<file path="src/design/jls_pkg.sv">
package jls_pkg;

  // Job phases, numbered in lifecycle order.
  typedef enum logic [4:0] {
    PH_SESSION_CANDIDATE = 5'd0,
    PH_DESCRIBING        = 5'd1,
    PH_PLANNING          = 5'd2,
    PH_VERIFYING         = 5'd3,
    PH_ADMITTING         = 5'd4,
    PH_STARTING          = 5'd5,
    PH_RUNNING           = 5'd6,
    PH_INGRESS_CLOSED    = 5'd7,
    PH_DRAINING          = 5'd8,
    PH_FINALIZING        = 5'd9,
    PH_SINK_FLUSHING     = 5'd10,
    PH_CANCELLING        = 5'd11,
    PH_FAILING           = 5'd12,
    PH_TERMINAL_CLEANUP  = 5'd13,
    PH_COMPLETED         = 5'd14,
    PH_REJECTED          = 5'd15,
    PH_CANCELLED         = 5'd16,
    PH_FAILED            = 5'd17
  } phase_t;

  // Terminal cause; the encoding order is the priority order.
  typedef enum logic [1:0] {
    CAUSE_NONE      = 2'd0,
    CAUSE_CANCEL    = 2'd1,
    CAUSE_FAILURE   = 2'd2,
    CAUSE_INVARIANT = 2'd3
  } cause_t;

  typedef enum logic [3:0] {
    EV_DESCRIBE       = 4'd0,
    EV_PLAN           = 4'd1,
    EV_VERIFY         = 4'd2,
    EV_BEGIN_ADMIT    = 4'd3,
    EV_ADMIT          = 4'd4,
    EV_START          = 4'd5,
    EV_CLOSE_INGRESS  = 4'd6,
    EV_DRAIN          = 4'd7,
    EV_FINALIZE       = 4'd8,
    EV_SINK_FLUSH     = 4'd9,
    EV_COMPLETE       = 4'd10,
    EV_REJECT         = 4'd11,
    EV_CANCEL         = 4'd12,
    EV_FAIL           = 4'd13,
    EV_BEGIN_CLEANUP  = 4'd14,
    EV_FINISH_CLEANUP = 4'd15
  } event_t;

  typedef struct packed {
    phase_t phase;
    cause_t cause;
    logic   admitted;
  } job_state_t;

  localparam job_state_t STATE_RESET = '{
    phase:    PH_SESSION_CANDIDATE,
    cause:    CAUSE_NONE,
    admitted: 1'b0
  };

  function automatic logic phase_is_final(input phase_t p);
    return (p >= PH_COMPLETED);
  endfunction

  function automatic logic before_admission(input phase_t p);
    return (p <= PH_ADMITTING);
  endfunction

endpackage

</file>
<file path="src/design/jls_if.sv">
interface jls_in_if;
  logic       valid;
  logic       ready;
  logic [3:0] kind;
  logic       inv_flag;

  modport source (output valid, output kind, output inv_flag, input ready);
  modport sink (input valid, input kind, input inv_flag, output ready);
endinterface

interface jls_out_if;
  logic       valid;
  logic       ready;
  logic       error;
  logic [4:0] phase_now;
  logic [1:0] cause_now;
  logic       admitted_now;
  logic       terminal_now;

  modport source (
    output valid, output error, output phase_now, output cause_now,
    output admitted_now, output terminal_now, input ready
  );
  modport sink (
    input valid, input error, input phase_now, input cause_now,
    input admitted_now, input terminal_now, output ready
  );
endinterface

</file>
<file path="src/design/job_lifecycle_sequencer.sv">
// Job lifecycle sequencer.
// Each transfer on in_ch carries one lifecycle event (kind) and, for fail
// events, the invariant flag. For every event the block returns
// exactly one transfer on out_ch with the error flag, the phase after the
// event, the terminal cause, the admitted flag and whether the phase is
// terminal. An illegal event reports error and leaves the job state alone.
// An accepted event passes an input register and then a result register
// before it appears on out_ch.
// Throughput: one event per cycle while out_ch.ready stays high; the job state
// update is a single case decision on three small registers between those two registers.
// Reset (rst_n low, synchronous) empties both registers and returns the job
// to session candidate with no cause and not admitted.
// When the receiver holds out_ch.ready low, the result stays put and one more
// event may still be taken into the input register; in_ch.ready then falls
// until the result drains.
module job_lifecycle_sequencer (
  input  logic      clk,
  input  logic      rst_n,
  jls_in_if.sink    in_ch,
  jls_out_if.source out_ch
);

  // Input register: one accepted event waiting to be applied.
  logic             in_valid_r;
  jls_pkg::event_t  in_kind_r;
  logic             in_inv_r;

  // Result register and the job state it was computed against.
  logic             out_valid_r;
  logic             out_error_r;
  jls_pkg::phase_t  out_phase_r;
  jls_pkg::cause_t  out_cause_r;
  logic             out_admitted_r;
  logic             out_terminal_r;

  jls_pkg::job_state_t state_r;
  jls_pkg::job_state_t state_nxt;
  logic                step_error;
  logic                step_terminal;

  logic out_free;
  logic apply_evt;
  logic in_fire;

  // The result register can take a new value when it is empty or draining.
  assign out_free  = !out_valid_r || out_ch.ready;
  // The held event is applied to the state in the same cycle it moves on.
  assign apply_evt = in_valid_r && out_free;
  assign in_fire   = in_ch.valid && in_ch.ready;

  assign in_ch.ready = !in_valid_r || out_free;

  jls_step u_step (
    .state_cur (state_r),
    .ev        (in_kind_r),
    .inv       (in_inv_r),
    .state_nxt (state_nxt),
    .error     (step_error),
    .terminal  (step_terminal)
  );

  always_ff @(posedge clk) begin
    if (!rst_n) begin
      in_valid_r <= 1'b0;
    end else if (in_ch.ready) begin
      in_valid_r <= in_ch.valid;
    end
  end

  always_ff @(posedge clk) begin
    if (in_fire) begin
      in_kind_r <= jls_pkg::event_t'(in_ch.kind);
      in_inv_r  <= in_ch.inv_flag;
    end
  end

  always_ff @(posedge clk) begin
    if (!rst_n) begin
      out_valid_r <= 1'b0;
      state_r     <= jls_pkg::STATE_RESET;
    end else begin
      if (out_free) begin
        out_valid_r <= in_valid_r;
      end
      if (apply_evt) begin
        state_r <= state_nxt;
      end
    end
  end

  always_ff @(posedge clk) begin
    if (apply_evt) begin
      out_error_r    <= step_error;
      out_phase_r    <= state_nxt.phase;
      out_cause_r    <= state_nxt.cause;
      out_admitted_r <= state_nxt.admitted;
      out_terminal_r <= step_terminal;
    end
  end

  assign out_ch.valid        = out_valid_r;
  assign out_ch.error        = out_error_r;
  assign out_ch.phase_now    = out_phase_r;
  assign out_ch.cause_now    = out_cause_r;
  assign out_ch.admitted_now = out_admitted_r;
  assign out_ch.terminal_now = out_terminal_r;

`ifndef SYNTHESIS
  // The terminal cause only ever rises outside reset.
  a_cause_monotonic: assert property (@(posedge clk) disable iff (!rst_n)
    $past(rst_n) |-> state_r.cause >= $past(state_r.cause))
    else $error("terminal cause fell");

  // The admitted flag is never withdrawn outside reset.
  a_admitted_sticky: assert property (@(posedge clk) disable iff (!rst_n)
    $past(rst_n) && $past(state_r.admitted) |-> state_r.admitted)
    else $error("admitted flag cleared");

  // An illegal event leaves the job state exactly as it was.
  a_error_keeps_state: assert property (@(posedge clk) disable iff (!rst_n)
    apply_evt && step_error |=> $stable(state_r))
    else $error("illegal event changed the job state");
`endif

endmodule

</file>
<file path="src/design/jls_step.sv">
module jls_step (
  input  jls_pkg::job_state_t state_cur,
  input  jls_pkg::event_t     ev,
  input  logic                inv,
  output jls_pkg::job_state_t state_nxt,
  output logic                error,
  output logic                terminal
);

  logic illegal;

  always_comb begin
    state_nxt = state_cur;
    illegal   = 1'b0;
    case (ev)
      jls_pkg::EV_DESCRIBE, jls_pkg::EV_PLAN, jls_pkg::EV_VERIFY,
      jls_pkg::EV_BEGIN_ADMIT, jls_pkg::EV_ADMIT, jls_pkg::EV_START,
      jls_pkg::EV_CLOSE_INGRESS, jls_pkg::EV_DRAIN, jls_pkg::EV_FINALIZE,
      jls_pkg::EV_SINK_FLUSH: begin
        // Each forward step is legal only from the phase with its own number.
        if (5'(state_cur.phase) == {1'b0, 4'(ev)}) begin
          state_nxt.phase = jls_pkg::phase_t'(5'(state_cur.phase) + 5'd1);
          if (ev == jls_pkg::EV_ADMIT) begin
            state_nxt.admitted = 1'b1;
          end
        end else begin
          illegal = 1'b1;
        end
      end
      jls_pkg::EV_COMPLETE: begin
        if (state_cur.phase == jls_pkg::PH_SINK_FLUSHING &&
            state_cur.cause == jls_pkg::CAUSE_NONE) begin
          state_nxt.phase = jls_pkg::PH_COMPLETED;
        end else begin
          illegal = 1'b1;
        end
      end
      jls_pkg::EV_REJECT: begin
        if (jls_pkg::before_admission(state_cur.phase)) begin
          state_nxt.phase = jls_pkg::PH_REJECTED;
        end else begin
          illegal = 1'b1;
        end
      end
      jls_pkg::EV_CANCEL: begin
        if (jls_pkg::phase_is_final(state_cur.phase)) begin
          illegal = 1'b1;
        end else if (jls_pkg::before_admission(state_cur.phase)) begin
          state_nxt.phase = jls_pkg::PH_CANCELLED;
        end else begin
          if (state_cur.cause < jls_pkg::CAUSE_CANCEL) begin
            state_nxt.cause = jls_pkg::CAUSE_CANCEL;
          end
          if (state_cur.phase != jls_pkg::PH_FAILING &&
              state_cur.phase != jls_pkg::PH_TERMINAL_CLEANUP) begin
            state_nxt.phase = jls_pkg::PH_CANCELLING;
          end
        end
      end
      jls_pkg::EV_FAIL: begin
        if (jls_pkg::phase_is_final(state_cur.phase)) begin
          illegal = 1'b1;
        end else begin
          if (inv) begin
            state_nxt.cause = jls_pkg::CAUSE_INVARIANT;
          end else if (state_cur.cause < jls_pkg::CAUSE_FAILURE) begin
            state_nxt.cause = jls_pkg::CAUSE_FAILURE;
          end
          if (state_cur.phase != jls_pkg::PH_TERMINAL_CLEANUP) begin
            state_nxt.phase = jls_pkg::PH_FAILING;
          end
        end
      end
      jls_pkg::EV_BEGIN_CLEANUP: begin
        if (state_cur.phase == jls_pkg::PH_CANCELLING ||
            state_cur.phase == jls_pkg::PH_FAILING) begin
          state_nxt.phase = jls_pkg::PH_TERMINAL_CLEANUP;
        end else begin
          illegal = 1'b1;
        end
      end
      jls_pkg::EV_FINISH_CLEANUP: begin
        if (state_cur.phase == jls_pkg::PH_TERMINAL_CLEANUP) begin
          state_nxt.phase = (state_cur.cause == jls_pkg::CAUSE_CANCEL) ?
                            jls_pkg::PH_CANCELLED : jls_pkg::PH_FAILED;
        end else begin
          illegal = 1'b1;
        end
      end
      default: begin
        illegal = 1'b1;
      end
    endcase
  end

  always_comb begin
    error    = illegal;
    terminal = jls_pkg::phase_is_final(state_nxt.phase);
  end

endmodule

</file>
<file path="src/flat_wrapper.sv">
// flat-port wrapper written by rule: the top's interface ports become plain ports
module job_lifecycle_sequencer_flat 
  (clk, rst_n, in_ch_valid, in_ch_kind, in_ch_inv_flag, in_ch_ready, out_ch_valid, out_ch_error, out_ch_phase_now, out_ch_cause_now, out_ch_admitted_now, out_ch_terminal_now, out_ch_ready);
  jls_in_if in_ch_i ();
  jls_out_if out_ch_i ();
  input  logic clk;
  input  logic rst_n;
  input wire logic [$bits(in_ch_i.valid)-1:0] in_ch_valid;
  input wire logic [$bits(in_ch_i.kind)-1:0] in_ch_kind;
  input wire logic [$bits(in_ch_i.inv_flag)-1:0] in_ch_inv_flag;
  output wire logic [$bits(in_ch_i.ready)-1:0] in_ch_ready;
  output wire logic [$bits(out_ch_i.valid)-1:0] out_ch_valid;
  output wire logic [$bits(out_ch_i.error)-1:0] out_ch_error;
  output wire logic [$bits(out_ch_i.phase_now)-1:0] out_ch_phase_now;
  output wire logic [$bits(out_ch_i.cause_now)-1:0] out_ch_cause_now;
  output wire logic [$bits(out_ch_i.admitted_now)-1:0] out_ch_admitted_now;
  output wire logic [$bits(out_ch_i.terminal_now)-1:0] out_ch_terminal_now;
  input wire logic [$bits(out_ch_i.ready)-1:0] out_ch_ready;
  assign in_ch_i.valid = in_ch_valid;
  assign in_ch_i.kind = in_ch_kind;
  assign in_ch_i.inv_flag = in_ch_inv_flag;
  assign in_ch_ready = in_ch_i.ready;
  assign out_ch_valid = out_ch_i.valid;
  assign out_ch_error = out_ch_i.error;
  assign out_ch_phase_now = out_ch_i.phase_now;
  assign out_ch_cause_now = out_ch_i.cause_now;
  assign out_ch_admitted_now = out_ch_i.admitted_now;
  assign out_ch_terminal_now = out_ch_i.terminal_now;
  assign out_ch_i.ready = out_ch_ready;
  job_lifecycle_sequencer u_core (.clk(clk), .rst_n(rst_n), .in_ch(in_ch_i), .out_ch(out_ch_i));
endmodule
</file>
<file path="config.mk">
export PLATFORM = sky130hd
export DESIGN_NAME = job_lifecycle_sequencer_flat
export DESIGN_NICKNAME = d
export VERILOG_FILES = /design/src/design/jls_pkg.sv /design/src/design/jls_if.sv /design/src/design/job_lifecycle_sequencer.sv /design/src/design/jls_step.sv /design/src/flat_wrapper.sv
export SDC_FILE = /design/constraint.sdc
export NUM_CORES = 1
export LEC_CHECK = 0
export BUFFER_PORTS_ARGS = -buffer_cell sky130_fd_sc_hd__buf_2
export CAP_MARGIN = 20
export CORE_MARGIN = 10
export CORE_UTILIZATION = 58
export CTS_CLUSTER_SIZE = 40
export DETAILED_ROUTE_END_ITERATION = 10
export PLACE_DENSITY = 0.79
export SYNTH_ARGS = -nofsm -noshare
export SYNTH_HDL_FRONTEND = slang
export SYNTH_SLANG_ARGS = --single-unit
</file>
<file path="constraint.sdc">
create_clock -name clk -period 3 [get_ports clk]
set_input_delay 0.15 -clock clk [delete_from_list [all_inputs] [get_ports clk]]
set_output_delay 0.15 -clock clk [all_outputs]
set_load 0.01 [all_outputs]
</file>
==> impl_metrics.tcl, run 1 <==
set metrics [dict create \
    yosysWarnings 0 \
    cts_max_level 1 \
    cts_buffer_depth 2 \
    synth_compound_area_share_pct 22.48 \
    netlist_area_sq_um 1737 \
    synthArstFlopShare_pct 0 \
    syn-num-nets 196 \
    ios 21 \
    muxShareOfSynthArea_pct 1.801 \
    synth_xor_area_share_pct 2.522 \
    n_fill_cell 251 \
    worstMarginPinSlew_ps 746.0 \
    cts.sinks 25 \
    antennaDiodeCount 0 \
    slew_headroom_pct 49.81 \
    synth_seq_cells 25 \
    final_net_count 214 \
    synth_edf_count 15 \
    drive_gt1_share_pct 20.50 \
    synth_top_family_by_area "simple AND/OR/NAND/NOR gates" \
    synth.avg_cell_area_sq_um 9.490 \
    powerDensity_nw_per_um2 369.3 \
    cts.repair.resized 0 \
    hpwl_um 3050 \
    first_global_vias 1472 \
    drt_iter0_markers 214 \
    hold_violations 0 \
    pre_cts_slack_ps 526.1 \
    grt_antenna_before_repair 0 \
    drc 0 \
    fin_crit_ps 2532 \
    setup_viol 0 \
    crit_path_start_kind "flop" \
    area.growth.synth_to_final_pct 5.620 \
    rows 19 \
    crit_path_end_kind "flop" \
    numPortBuffers 20 \
    critPathKind "flop to flop" \
    post-synth-top-area-cell "edfxtp_1" \
    synth_top_area_share_pct 25.94 \
    status "finished clean" \
    maxCapViolCount 0 \
    finalSetupTns_ps 0 \
    grt_pass1_wl_um 7162 \
    cts_tree "built" \
    start_util_pct 61.91 \
    cts_root_buf "clkbuf_4" \
    clock_latency_ps 320 \
    crit_family "simple AND/OR/NAND/NOR gates" \
    grt_overflow 0 \
    finalMaxSlewViolations 0 \
    grt_max_degree 22 \
    clk_pin_slew_worst_paths_ps 130 \
    grtUsageTotal_pct 15.96 \
    dr.pass1.iters 5 \
    fin_skew_ps 9.122 \
    post-route-period-util_pct 84.39 \
    hold_class "input port to flop" \
    p_leak_nw 0.7723 \
    cp_slowest_stage_delay_ps 740 \
    synthTopCellsByArea "edfxtp_1, dfxtp_1, clkbuf_8, ha_1, a21oi_1" \
    cp_slowest_cell "edfxtp_1" \
    timing.fmax_mhz 395.0 \
    dr_total_vias 1543 \
    ys_seq_area_share_pct 37.46 \
    avgViaCountPerCell 6.680 \
    p_total_w 0.0006774 \
    detail-route-antenna-nets 0 \
    cp.required_ps 3080 \
    ir_drop_uv 275.4 \
    synth_cells 183 \
    final_common_cell "buf_2" \
    yosys.area_share.simple_pct 22.62 \
    final_cell_mix "buf_2, edfxtp_1, nand2_1" \
    gp_congestion 0.9438 \
    die_x_um 74.72 \
    crit_path_max_fanout 16 \
    synth_adder_area_share_pct 2.882 \
    critical_path.cell_chain "xor2_1 > or4_4 > nor2_8 > mux2i_1 > a2bb2oi_1 > a31o_2" \
    holdWs_ps 81.30 \
    die_height_um 74.72 \
    setup_slack_ps 468.3 \
    crit_buf_inv 0 \
    synth_cell_types 59 \
    dieArea_sq_um 5583 \
    ys.flop_type "edfxtp_1" \
    cts_buffers 3 \
    rsz0062_at_grt "no" \
    wire_per_inst_um 18.12 \
    cp.arrival_ps 2610 \
    core_sq_um 2805 \
    wl_um 4186 \
]
[final timing paths]
path | slack [ps] | start | endpoint | cells past startpoint
worst min register to register | 520 | u_core.state_r[0] | u_core.state_r[0] | 1
worst max-delay path | 470 | u_core.in_kind_r[1] | u_core.out_ch.terminal_now | 6
worst max register to register | 470 | u_core.in_kind_r[1] | u_core.out_ch.terminal_now | 6
worst min-delay path | 80 | in_ch_valid | u_core.in_valid_r | 3
[kinds of logic after synthesis]
logic type | after synthesis
and+or+nand+nor | 67
AOI/OAI and AO/OA | 55
DFF | 25
buffers and inverters | 24
xor gates and xnor gates | 5
adders and majority gates | 4
muxes | 3
[where the power goes]
part | switching (W) | internal [W]
Sequential | 0.0000168 | 0.000382
Clock | 0.0000951 | 0.0000520
Combinational | 0.0000764 | 0.0000546
Total | 0.000188 | 0.000489
[flip-flops by register name, indices dropped and copies added, names as in the netlist]
signal and cells:
u_core.out_ch.phase_now 5, u_core.out_ch.terminal_now 1, u_core.out_ch.valid 1, u_core.out_ch.cause_now 2, u_core.in_inv_r 1, u_core.in_kind_r 4, u_core.state_r 8, u_core.out_ch.admitted_now 1
u_core.in_valid_r 1, u_core.out_ch.error 1
[synth_stat cells, drive strengths merged (2+ instances only)]
cell type,n
o21a,3
or2,3
nand3,6
mux2i,2
a31o,3
and3,6
clkbuf,12
or4,2
a21oi,9
xor2,4
a31oi,3
ha,4
a41o,2
buf,3
nand2b,5
nor2,12
inv,8
o211a,3
nor2b,7
a21boi,2
dfxtp,10
o22ai,5
nor4,3
o21ai,10
nand2,12
and2,2
o31ai,2
o311ai,2
edfxtp,15
[metal layers]
layer	track usage [%]	vias up	wire [um]
met5	0	-	0
met4	6.513	0	130
met3	3.811	14	382
met2	25.36	97	1946
met1	20.37	716	1727
li1	-	716	-
[worst reg2reg max path, cell delays in order (launching register included)]
cell	delay, ps
edfxtp_1	740
xor2_1	200
or4_4	600
nor2_8	150
mux2i_1	260
a2bb2oi_1	110
a31o_2	230
[metrics by stage]
| step | std cells | util [%] | area, sq um |
|---|---|---|---|
| floorplan | 183 | - | 1737 |
| global placement | 222 | 62.67 | 1758 |
| detailed placement | 222 | 62.67 | 1758 |
| CTS | 231 | 65.39 | 1834 |
| global route | 231 | 65.39 | 1834 |
| finish | 231 | 65.39 | 1834 |
[repair_timing]
action,in CTS,in global routing
hold buffers,5,0
buffers inserted,0,0
hold endpoints to repair,5,0
[cell type report]
type	instances	area (sq um)	area share, %
Multi-Input combinational cell	134	908.4	49.52
Sequential cell	25	650.6	35.47
Timing Repair Buffer	29	180.2	9.823
Tap cell	31	38.79	2.115
Inverter	8	30.03	1.637
Clock buffer	4	26.28	1.432
(Power assumes the default switching activity.)
==> run 2, diff against run 1 <==
ABC_AREA = 1   (was unset)
CORE_UTILIZATION = 52   (was 58)
PLACE_DENSITY = 0.75   (was 0.79)
clock period = 2.3 ns   (was 3 ns; I/O delays follow)
==> run 2 against run 1 <==
Largest cell class unchanged. Area after synthesis down 5.6%. Critical path depth grew 8. Flip-flop and latch count unchanged. Critical path type unchanged. Largest power group unchanged.
==> impl_metrics.tcl, run 2 <==
set metrics [dict create \
    p_sw_share_pct 30.82 \
    rsz0062_at_grt "no" \
    clock_latency_ps 330 \
    setup_slack_ps 353.1 \
    p_seq_share_pct 56.8 \
    grt_overflow 0 \
    cts_tree "built" \
    cts_buffers 3 \
    synth_cells 228 \
    synth_common_cells "nand2_1, inv_1, nor2_1" \
    regMostFlops "u_core.state_r" \
    yosysWarnings 0 \
    numPortBuffers 20 \
    finalSetupTns_ps 0 \
    setup_viol 0 \
    wire_per_inst_um 13.71 \
    synthArstFlopShare_pct 0 \
    cts_max_level 1 \
    pre_cts_slack_ps 240.1 \
    die_height_um 76.15 \
    synth_edf_count 15 \
    p_leak_nw 0.9387 \
    cp_slowest_cell "dfxtp_1" \
    status "finished clean" \
    start_util_pct 54.13 \
    p_clk_share_pct 20.9 \
    hold_class "input port to flop" \
    drc 0 \
    synth.avg_cell_area_sq_um 7.189 \
    n_fill_cell 292 \
    grt_pass1_wl_um 7127 \
    power_switching_w 0.0002861 \
    critPathKind "flop to flop" \
    clk_pin_slew_worst_paths_ps 140 \
    powerDensity_nw_per_um2 493.0 \
    post-synth-top-area-cell "edfxtp_1" \
    ys_seq_area_share_pct 39.69 \
    die_x_um 76.15 \
    cp.arrival_ps 2040 \
    ios 21 \
    crit_path_max_fanout 8 \
    maxCapViolCount 0 \
    cts_root_buf "clkbuf_4" \
    synth_seq_cells 25 \
    r2r_cells 14 \
    synthTopCellsByArea "edfxtp_1, nand2_1, dfxtp_1, inv_1, nand3_1" \
    hold_violations 0 \
    internal_power_w 0.0006422 \
    synth_most_common_cell "nand2_1" \
    gp_congestion 0.9623 \
    drive_gt1_share_pct 22.87 \
    multi_input_area_sq_um 827.0 \
    critical_path.cell_chain "inv_2 > ha_1 > inv_1 > nand2_1 > nand3_2 > nand2_1 > nand2_1 > inv_1 > nor2_1 > nand2_1 > nand2_2 > nor2_2 > nand2_1 > nand2_1" \
    holdWs_ps 68.63 \
    grt_antenna_before_repair 0 \
    fin_cells 302 \
    area.growth.synth_to_final_pct 14.89 \
    whs_path_depth 3 \
    core_sq_um 3028 \
    grt_max_degree 22 \
    avgViaCountPerCell 5.265 \
    synth_cell_types 30 \
    fin_skew_ps 12.94 \
    syn-num-nets 241 \
    drt_iter0_markers 171 \
    antennaDiodeCount 0 \
    crit_path_start_kind "flop" \
    dr_total_vias 1590 \
    finalMaxSlewViolations 0 \
    grtUsageTotal_pct 14.40 \
    cts.sinks 25 \
    dr.pass1.iters 4 \
    wl_um 4140 \
    first_global_vias 1478 \
    crit_top_cell "nand2_1" \
    cts_setup_buffers 0 \
    cts_buffer_depth 2 \
    slew_headroom_pct 55.89 \
    fin_crit_ps 1947 \
    ir_drop_uv 434.9 \
    cp_slowest_stage_delay_ps 520 \
    cp.required_ps 2390 \
    ys.flop_type "edfxtp_1" \
    crit_path_end_kind "flop" \
    detail-route-antenna-nets 0 \
    largest_reg_flops 8 \
    worstMarginPinSlew_ps 661.0 \
    netlist_area_sq_um 1639 \
    dieArea_sq_um 5798 \
    final_common_cell "nand2_1" \
    timing.fmax_mhz 513.6 \
    p_comb_share_pct 22.3 \
    register_area_sq_um 651.9 \
    final_cell_mix "nand2_1, inv_1, nor2_1" \
    rows 20 \
    hpwl_um 3218 \
    post-route-period-util_pct 84.65 \
    dp.cells 293 \
    p_total_w 0.0009283 \
    final_net_count 272 \
    synth_top_area_share_pct 27.48 \
]
run 2: layout make-up:
type	instances	area share [%]
clock buffers	3	1.196
multi-input cells	165	43.92
inverters	34	7.110
flip-flops and latches	25	34.62
well taps	44	2.924
repair buffers	30	9.967
clock inverters	1	0.2658
run 2: path summary, 6_finish.rpt:
| check | start | end | slack (ps) |
|---|---|---|---|
| worst min register to register | u_core.state_r[0] | u_core.state_r[0] | 490 |
| worst max register to register | u_core.state_r[4] | u_core.out_ch.terminal_now | 350 |
| worst max-delay path | u_core.state_r[4] | u_core.out_ch.terminal_now | 350 |
| worst min-delay path | in_ch_valid | u_core.in_valid_r | 70 |
run 2: power by group through the flow:
| stage | Clock, W | Combinational [W] | Sequential [W] |
|---|---|---|---|
| 2_1_floorplan | 0 | 0.000142 | 0.000532 |
| 4_1_cts | 0.000196 | 0.000206 | 0.000526 |
| 3_3_place_gp | 0 | 0.000198 | 0.000536 |
| 3_5_place_dp | 0 | 0.000199 | 0.000536 |
| 5_1_grt | 0.000211 | 0.000235 | 0.000531 |
| 6_report | 0.000194 | 0.000207 | 0.000527 |
run 2: cells by family after synthesis:
family          count (synthesis)  share of synthesized area [%]
buf+inv                        38                          9.847
simple gates                  133                          37.63
compound gates                 28                          9.771
fa+ha+maj                       4                          3.054
flops                          25                          39.69
run 2: through the flow:
stage | cell area [sq um] | util (%)
6_report | 1883 | 62.19
5_1_grt | 1883 | 62.19
4_1_cts | 1882 | 62.15
3_5_place_dp | 1804 | 59.59
3_3_place_gp | 1804 | 59.59
2_1_floorplan | 1639 | -
run 2: per-layer routing:
| metal | routed length (um) | track usage (%) | share of wire [%] | vias to the layer above |
|---|---|---|---|---|
| met5 | 0 | 0 | 0 | - |
| met4 | 88 | 2.602 | 2.1 | 0 |
| met3 | 367 | 4.127 | 8.9 | 10 |
| met2 | 1936 | 24.57 | 47 | 69 |
| met1 | 1748 | 17.62 | 42 | 710 |
| li1 | - | - | - | 801 |
run 2: what timing repair did:
action | CTS | global route
hold endpoints to repair | 5 | 0
gates resized for setup | 0 | 1
hold buffers | 5 | 0
setup endpoints to repair | 0 | 1
run 2: worst max-delay path: cells and delay by family, from the launching register on:
kind,cells,cell delay (ps)
and+or+nand+nor,10,760
DFF,1,520
adders and majority gates,1,230
buffers and inverters,3,210
==> run 3, diff against run 2 <==
clock period = 1.6 ns   (was 2.3 ns; I/O delays follow)
==> run 3 against run 2 <==
The flow now finishes with violations (setup timing). Core utilization is 18 points higher. Via count is 9.3% higher. Routed wire length grew 16%. Critical path depth is 3 lower. Clock skew shrank 2.8 ps. Critical endpoint unchanged. Clock power rose by 51%. Sequential power up 44%. Non-clock buffer count rose by 33. Count of clock-buffer cells in the layout unchanged.
==> impl_metrics.tcl, run 3 (synthesized netlist as in run 2, its figures left out) <==
set metrics [dict create \
    p_leak_nw 1.150 \
    drt_iter0_markers 216 \
    cts_root_buf "clkbuf_4" \
    hold_class "input port to flop" \
    drive_gt1_share_pct 49.48 \
    final_net_count 305 \
    cts_tree "built" \
    crit_top_cell "nand2_1" \
    cp.arrival_ps 1810 \
    clock_latency_ps 320 \
    cts_max_level 1 \
    cp_slowest_cell "dfxtp_2" \
    hpwl_um 3567 \
    hold_violations 0 \
    wl_um 4808 \
    finalMaxSlewViolations 0 \
    largest_reg_flops 8 \
    crit_path_end_kind "flop" \
    grt_pass1_wl_um 7907 \
    start_util_pct 54.13 \
    crit_path_start_kind "flop" \
    regMostFlops "u_core.state_r" \
    powerDensity_nw_per_um2 621.7 \
    cp.required_ps 1700 \
    cp_slowest_stage_delay_ps 390 \
    grt_antenna_before_repair 0 \
    crit_path_max_fanout 6 \
    cts.sinks 25 \
    gp_congestion 0.9678 \
    die_height_um 76.15 \
    cts_buffer_depth 2 \
    first_global_vias 1682 \
    final_cell_mix "nand2_1, buf_4, nand2_2" \
    crit_buf_inv 2 \
    rows 20 \
    antennaDiodeCount 0 \
    grtUsageTotal_pct 15.92 \
    holdWs_ps 15.64 \
    ir_drop_uv 553.1 \
    n_fill_cell 202 \
    clk_pin_slew_worst_paths_ps 150 \
    setup_slack_ps -105.3 \
    status "finished, violations left" \
    fin_crit_ps 1705 \
    dieArea_sq_um 5798 \
    final_common_cell "nand2_1" \
    avgViaCountPerCell 5.188 \
    die_x_um 76.15 \
    numPortBuffers 20 \
    ios 21 \
    core_sq_um 3028 \
    cts_buffers 3 \
    drc 0 \
    critical_path.cell_chain "buf_4 > nor2_1 > nand2_1 > nand3_1 > nand3_1 > nand2_1 > nand3_2 > nand2_2 > inv_2 > nand2_1 > nand2_1" \
    fin_cells 335 \
    rsz0062_at_grt "yes" \
    setup_viol 9 \
    wire_per_inst_um 14.35 \
    dr_total_vias 1738 \
    crit_family "simple AND/OR/NAND/NOR gates" \
    post-route-period-util_pct 106.6 \
    dp.cells 318 \
    grt_max_degree 17 \
    maxCapViolCount 0 \
    detail-route-antenna-nets 0 \
    violations "setup timing" \
    grt_overflow 0 \
    area.growth.synth_to_final_pct 47.48 \
    worstMarginPinSlew_ps 362.1 \
    critPathKind "flop to flop" \
    timing.fmax_mhz 586.4 \
    fin_skew_ps 10.18 \
    dr.pass1.iters 4 \
    slew_headroom_pct 75.77 \
]
==> run 3: cell count changes in the layout (fill, tap and decap cells not counted), sizes merged <==
| cell | delta |
|---|---|
| buf | +33 |
| clkinv | -1 |
| clkinvlp | +1 |
==> run 3: path summary, 6_finish.rpt <==
path,to,from,depth (start not counted),slack [ps]
setup / recovery,u_core.out_ch.terminal_now,u_core.state_r[5],11,-110
hold / removal,u_core.in_valid_r,in_ch_valid,3,20
setup reg to reg,u_core.out_ch.terminal_now,u_core.state_r[5],11,-110
hold reg to reg,u_core.state_r[0],u_core.state_r[0],2,530
==> run 3: cell type report <==
| type | count | area [sq um] | share of cell area, % |
|---|---|---|---|
| clock buffer | 3 | 22.52 | 0.9317 |
| timing repair buffer | 63 | 483.0 | 19.98 |
| sequential | 25 | 660.6 | 27.33 |
| tap | 44 | 55.05 | 2.277 |
| clock inverter | 1 | 7.507 | 0.3106 |
| multi-input combinational | 165 | 1045 | 43.22 |
| inverter | 34 | 143.9 | 5.952 |
==> run 3: power by group <==
group	internal, W	switching, W
combinational	0.000201	0.000251
clock	0.0000955	0.000197
sequential	0.000722	0.0000365
==> run 3: worst min-delay path: cells and delay by family <==
kind | cells | cell delay (ps)
AO/OA/AOI/OAI | 1 | 60
buffers and inverters | 1 | 90
AND/OR/NAND/NOR | 1 | 70
==> run 3: per-stage QoR <==
step                      setup slack (ps)  util, %  area (sq um)  total power, W  TNS [ps]
after detailed placement            -209.6    67.60          2047        0.001124     -1034
after global placement              -235.1    67.60          2047        0.001124     -1203
final                               -105.3    79.83          2417        0.001503    -458.8
after floorplan                      2.891        -          1685       0.0009813         0
after global routing                -203.7    79.83          2417        0.001576     -1359
after CTS                           -78.23    74.92          2268        0.001468    -131.4
==> run 3: timing repair <==
action,CTS,global route
endpoints found under the setup margin,12,16
hold buffers,5,0
endpoints found under the hold margin,5,0
gates resized for setup,29,37
buffers inserted,5,3
pin swaps,20,17
==> run 3: per-layer routing <==
| layer | wire (um) | vias up | track usage, % |
|---|---|---|---|
| li1 | - | 867 | - |
| met1 | 2094 | 791 | 20.17 |
| met4 | 132 | 0 | 5.390 |
| met2 | 2256 | 64 | 25.85 |
| met5 | 0 | - | 0 |
| met3 | 325 | 16 | 3.656 |
